==> src/ffdl_pkg.sv <==
`default_nettype none

package ffdl_pkg;

  // Shared multiply-accumulate unit widths
  localparam int MacAw = 34;
  localparam int MacBw = 18;
  localparam int AccW  = 56;

  // Configuration port widths
  localparam int CfgIdxW  = 3;
  localparam int CfgDataW = 24;

  typedef enum logic [CfgIdxW-1:0] {
    CFG_MODE          = 3'd0,
    CFG_DELAY_TARGET  = 3'd1,
    CFG_CHORUS_CENTER = 3'd2,
    CFG_CHORUS_DEPTH  = 3'd3,
    CFG_FEEDBACK_GAIN = 3'd4,
    CFG_WET_GAIN      = 3'd5,
    CFG_RECT_GAIN     = 3'd6,
    CFG_FILTER_POLE   = 3'd7
  } cfg_idx_e;

  typedef enum logic [1:0] {
    MODE_SMOOTH = 2'd0,
    MODE_SYNC   = 2'd1,
    MODE_CHORUS = 2'd2
  } mode_e;

  typedef struct packed {
    logic [15:0] audio_in;
    logic [15:0] modulation;
  } in_item_t;

  typedef struct packed {
    logic [15:0] audio_out;
  } out_item_t;

  typedef struct packed {
    logic            en;
    logic            load;
    logic [MacAw-1:0] a;
    logic [MacBw-1:0] b;
    logic [AccW-1:0]  bias;
  } mac_op_t;

  // Number of shift-subtract steps that reduce a 32-bit value modulo sp
  function automatic int mod_steps(input logic [63:0] sp);
    int n;
    n = 0;
    for (int k = 0; k < 33; k++) begin
      if (sp <= (64'hFFFF_FFFF >> k)) n = k + 1;
    end
    return n;
  endfunction

  // Largest sp << k that still fits in 32 bits, zero if none
  function automatic logic [63:0] mod_top(input logic [63:0] sp);
    logic [63:0] top;
    top = '0;
    for (int k = 0; k < 33; k++) begin
      if (sp <= (64'hFFFF_FFFF >> k)) top = sp << k;
    end
    return top;
  endfunction

  function automatic logic signed [15:0] sat16(input logic signed [AccW-1:0] v);
    logic signed [AccW-1:0] hi;
    logic signed [AccW-1:0] lo;
    hi = AccW'(32767);
    lo = -hi - AccW'(1);
    if (v > hi) return 16'sh7FFF;
    else if (v < lo) return 16'sh8000;
    else return v[15:0];
  endfunction

  function automatic logic signed [23:0] sat24(input logic signed [AccW-1:0] v);
    logic signed [AccW-1:0] hi;
    logic signed [AccW-1:0] lo;
    hi = AccW'(8388607);
    lo = -hi - AccW'(1);
    if (v > hi) return 24'sh7FFFFF;
    else if (v < lo) return 24'sh800000;
    else return v[23:0];
  endfunction

endpackage

`default_nettype wire

==> src/ffdl_mac.sv <==
`default_nettype none

module ffdl_mac import ffdl_pkg::*; (
  input  wire logic                   clk_i,
  input  wire mac_op_t                op_i,
  output logic signed [AccW-1:0]      acc_o
);

  localparam int ProdW = MacAw + MacBw;

  logic signed [ProdW-1:0] prod;
  logic signed [AccW-1:0]  acc_q;
  logic signed [AccW-1:0]  acc_d;
  logic signed [AccW-1:0]  base;

  assign prod  = $signed(op_i.a) * $signed(op_i.b);
  assign base  = op_i.load ? $signed(op_i.bias) : acc_q;
  assign acc_d = base + AccW'(prod);

  always_ff @(posedge clk_i) begin
    if (op_i.en) acc_q <= acc_d;
  end

  assign acc_o = acc_q;

endmodule

`default_nettype wire

==> config.mk <==
export PLATFORM = sky130hd
export DESIGN_NAME = ffdl_mac
export DESIGN_NICKNAME = d
export VERILOG_FILES = /design/src/ffdl_pkg.sv /design/src/ffdl_mac.sv
export SDC_FILE = /design/constraint.sdc
export NUM_CORES = 2
export LEC_CHECK = 0
export BUFFER_PORTS_ARGS = -buffer_cell sky130_fd_sc_hd__buf_2
export CAP_MARGIN = 25
export CORE_MARGIN = 2
export CORE_UTILIZATION = 45
export CTS_CLUSTER_SIZE = 8
export DETAILED_ROUTE_END_ITERATION = 8
export PLACE_DENSITY_LB_ADDON = 0.05
export SYNTH_ARGS = -nofsm -noshare
export SYNTH_HDL_FRONTEND = slang
export SYNTH_SLANG_ARGS = --single-unit
==> constraint.sdc <==
create_clock -name clk_i -period 17.9 [get_ports clk_i]
set_clock_uncertainty 0.2 [all_clocks]
set_input_delay 1.79 -clock clk_i [delete_from_list [all_inputs] [get_ports clk_i]]
set_output_delay 1.79 -clock clk_i [all_outputs]
set_load 0.02 [all_outputs]
# ---- Word-level counts from Yosys, hierarchy flattened
# Cells that the tools add are included.
# W data, S select, Z words.
dict set report word_totals {
  reg_bits 56
  input_bits 111
  output_inout_bits 56
  elab_cells 4
}
dict set report classes {
  add_sub_neg 1
  n_mul 1
  muxes 1
}
# cell count
set op_table {}
lappend op_table {{$add A56 B52 Y56} 1}
lappend op_table {{$mux W56} 1}
lappend op_table {{$mul A34 B18 Y52} 1}

# ---- Depth between registers and ports, before layout
dict set report logic_depth {
  ltp_word 2
  ltp_mapped 25
  depth_no_buf 23
}

# ---- Worst setup path after synthesis
# OpenSTA, ideal clock, no wires.
dict set report synth_timing {
  kind {input -> register}
  startpoint {input port op_i[56] (netlist bit)}
  endpoint {register acc_q[52], in the netlist acc_o[52], data pin}
  arrival_ns 7.970
  required_ns 17.440
  setup_slack_ns 9.470
  cell_stages 22
  n_path_buf 1
  path_cell_list {clkbuf_1 and2_1 fa_1 fa_1 inv_1 fa_1 fa_1 inv_1 fa_1 inv_1 fa_1 inv_1 ha_1 ha_1 a21o_1 a21o_1 a21o_1 a21o_1 a21o_1 a21o_1 a221oi_2 xnor2_1}
}
dict set report synth_between {
  elab_chain_cells 2
}
# element line
set synth_lines {}
lappend synth_lines {{start, declared} ffdl_mac.sv:5} ;# input wire mac_op_t op_i,
lappend synth_lines {{$mul A34 B18 Y52} ffdl_mac.sv:16} ;# assign prod = $signed(op_i.a) * $signed(op_i.b);
lappend synth_lines {{$add A56 B52 Y56} ffdl_mac.sv:18} ;# assign acc_d = base + AccW'(prod);
lappend synth_lines {{net acc_d[52]} ffdl_mac.sv:13} ;# logic signed [AccW-1:0] acc_d;
lappend synth_lines {{end signal, assigned} ffdl_mac.sv:21} ;# if (op_i.en) acc_q <= acc_d;
lappend synth_lines {{end, declared} ffdl_mac.sv:12} ;# logic signed [AccW-1:0] acc_q;
# The timed path passes the listed nets, and every way through them passes these cells.
# A chain may end at the register's enable or synchronous reset.

# ---- Final worst setup path
dict set report layout_timing {
  startpoint {input port op_i[73] (netlist bit)}
  endpoint {register acc_q[54], in the netlist acc_o[54], data pin}
}
# The elaborated chain is that of the path after synthesis.

==> run metrics <==
status=finished clean; number of flip-flops in the largest register=56; Via Count=around 18000; H-tree lvl count=2; RR Startpoint=acc_o[20]; Clock Sinks=56; drt drc=0; Vias/cell=around 5.2; clk_lat worst skew=0.33 ns; Setup Fix Bufs, Post-CTS=0; cell taking the most area after synthesis=fa_1; core box area=56100 sq um; CP Buf/Inv Count=3; hold crit path type=reg2reg; Detailed Route Iter0 Violations=1000; CTS Buffer Depth=2; hold_buf cts=0; row cnt=87; CTS Root Cell=clkbuf_16; WP data required=around 18 ns; Yosys cell types=62; CTS-repair resized insts=0; dpl cells=~3400; Syn Nets=approximately 3600; WHS Path Cells=2; Seq cells post-synth=56; CTS tree=done; Critical Path Slowest Stage Cell=fa_1; input/output buffers=roughly 170; total grt overflow=0; CP cell instances=buf_2, inv_1, buf_4, nor2_1, fa_1, fa_1, fa_1, fa_1, fa_1, fa_1, ha_1, ha_1, a21o_1, a31oi_1, o21ai_0, o311a_1, nor3_2, o31ai_4, o21a_1, o311a_1; setup TNS=0 ns; fmax=between 100 and 150 MHz; Antenna Nets Post-Route=0; Final min period=9.36 ns; critical path's most frequent cell=fa_1; CP max stage delay=around 0.55 ns; GRT Util Overall=approximately 26%; Worst-Margin Slew=1.05 ns; Slew Limit Fails=0; DP Area=approximately 27000 sq um; Area growth syn-to-layout=5.88%; routed len/inst=20.8 microns; Hold Crit Start=acc_o[0]; largest net degree at the start of global routing=35; Num CTS Buffers=5; share of layout cells above drive strength 1=around 8%; DR pass1 iterations=5; CP endpoint kind=flop; reg-to-reg slack, setup=11.54 ns; Die Wd=roughly 240 microns; CP max FO=21; Arrival @ worst endpoint=9.24 ns; final hold violation count=0; clk slew on worst S/H paths=~0.09 ns; die area=between 50000 and 60000 sq um; Main synth FF type=edfxtp_1; Routability Congestion=around 0.9; nets@finish=around 3600; RR Endpoint=acc_o[52]; DP HPWL=between 50 and 60 mm; vias in the first global route=approximately 20000; Post-synth ARST share=0%; Tcrit/Tclk final=52.3%; initial core utilization=a little under half; Finished Layout Cells=3442; cells on worst reg2reg path=16; commonest non-fill, non-tap cells in the layout=fa_1, inv_1, nand2_1; Synth Instances=~2600; Hold EP=acc_o[0]; Crit path max-delay family=adder cells; DIE HEIGHT=~240 microns; Setup Crit Path Kind=in2reg; Synth warnings=0; register area share after synthesis=between 6 and 7%; element type at the critical path start=primary input; initial antenna violation count=5; ranking of synthesized cells by area=fa_1, inv_1, ha_1; I/O pins=~170; number of synthesized flops with an enable pin=56; post-synth top area share=51.7%; Routed WL=between 70 and 80 mm; Layout fillers=5462; final-report setup violation count=0; final instance area=about 27000 sq um; tightest slew margin relative to the limit=between 20% and 30%; most common cell after layout, fill and taps aside=fa_1; RSZ-0062 raised after global routing=no; cell area after synthesis=between 20000 and 30000 sq um; first-pass GRT wire length=roughly 110 mm; Post-Syn Area per Cell=9.63 sq um; max-cap check violation count=0
[cell families (layout without fill, tap and decap cells)]
logic type | Yosys count | count (layout) | synth area share (%)
fa+ha+maj | 809 | 809 | 59.2
simple gates | 743 | 743 | 13.9
buf+inv | 730 | 777 | 10.8
compound gates | 195 | 195 | 5.43
mux | 58 | 58 | 2.39
flops | 56 | 56 | 6.62
xor+xnor | 47 | 47 | 1.62
other cells | 0 | 1 | 0
[stage by stage]
stage | utilization, % | hold WS (ns) | setup slack [ns]
3_5_place_dp | 47.7 | 0.494 | 8.19
3_3_place_gp | 47.7 | 0.475 | 8.12
2_1_floorplan | - | 0.626 | 9.47
5_1_grt | 48.0 | 0.545 | 8.37
6_report | 48.0 | 0.511 | 8.54
4_1_cts | 47.9 | 0.518 | 8.51
[cell type report]
class / instances / area (sq um) / area share (%)
antenna: 1 / 2.50 / 0.00930
clock buffer: 5 / 125 / 0.465
clock inverter: 3 / 26.3 / 0.0977
inverter: 597 / 2240 / 8.33
multi-input combinational: 1852 / 21000 / 78.0
sequential: 56 / 1680 / 6.25
tap: 756 / 946 / 3.52
timing repair buffer: 172 / 898 / 3.34
[worst reg2reg max path, stage by stage, from the launching register on]
cell and delay (ns):
edfxtp_1 0.50, mux2i_1 0.32, fa_1 0.44, inv_1 0.08
fa_1 0.44, fa_1 0.58, fa_1 0.43, ha_1 0.31
ha_1 0.56, nand3_1 0.12, nor3_1 0.25, nor4bb_1 0.77
o311a_1 0.27, nor3_2 0.10, o31ai_4 0.43, a221oi_2 0.12
xnor2_1 0.18
[worst max-delay path by stage]
stage                     startpoint   endpoint  slack, ns  cells after the start
final                       op_i[73]  acc_o[54]       8.54                     20
after global routing        op_i[73]  acc_o[54]       8.37                     20
after CTS                   op_i[73]  acc_o[54]       8.51                     20
after detailed placement    op_i[73]  acc_o[54]       8.19                     20
after global placement      op_i[73]  acc_o[54]       8.12                     20
after floorplan             op_i[56]  acc_o[52]       9.47                     22
[per-layer routing]
metal  vias to the layer above  share of wire (%)  global-route usage, %
li1                       7915                  -                      -
met1                      9474                 43                   34.8
met2                       496                 51                   45.2
met3                        97                4.0                   2.06
met4                         0                2.1                   4.68
met5                         -                  0                      0
[Yosys cell counts, types with 4 or more instances]
library cell  number
a211o_1            5
a211oi_1          10
a21boi_0           5
a21o_1            45
a21oi_1           46
a31oi_1            7
and2_1           230
and3_1            11
buf_1              5
buf_2              4
clkbuf_1         124
edfxtp_1          56
fa_1             656
ha_1             153
inv_1            597
mux2_2            22
mux2i_1           36
nand2_1          395
nand2b_1          12
nand3_1            8
nand4_1           12
nor2_1            53
nor3_1             6
o211ai_1           4
o21a_1             9
o21ai_0           24
o21bai_1           9
xnor2_1           29
xor2_1            18
Power is not shown: default switching activity piles up to over one toggle a cycle in this logic, so the estimate is an artifact.
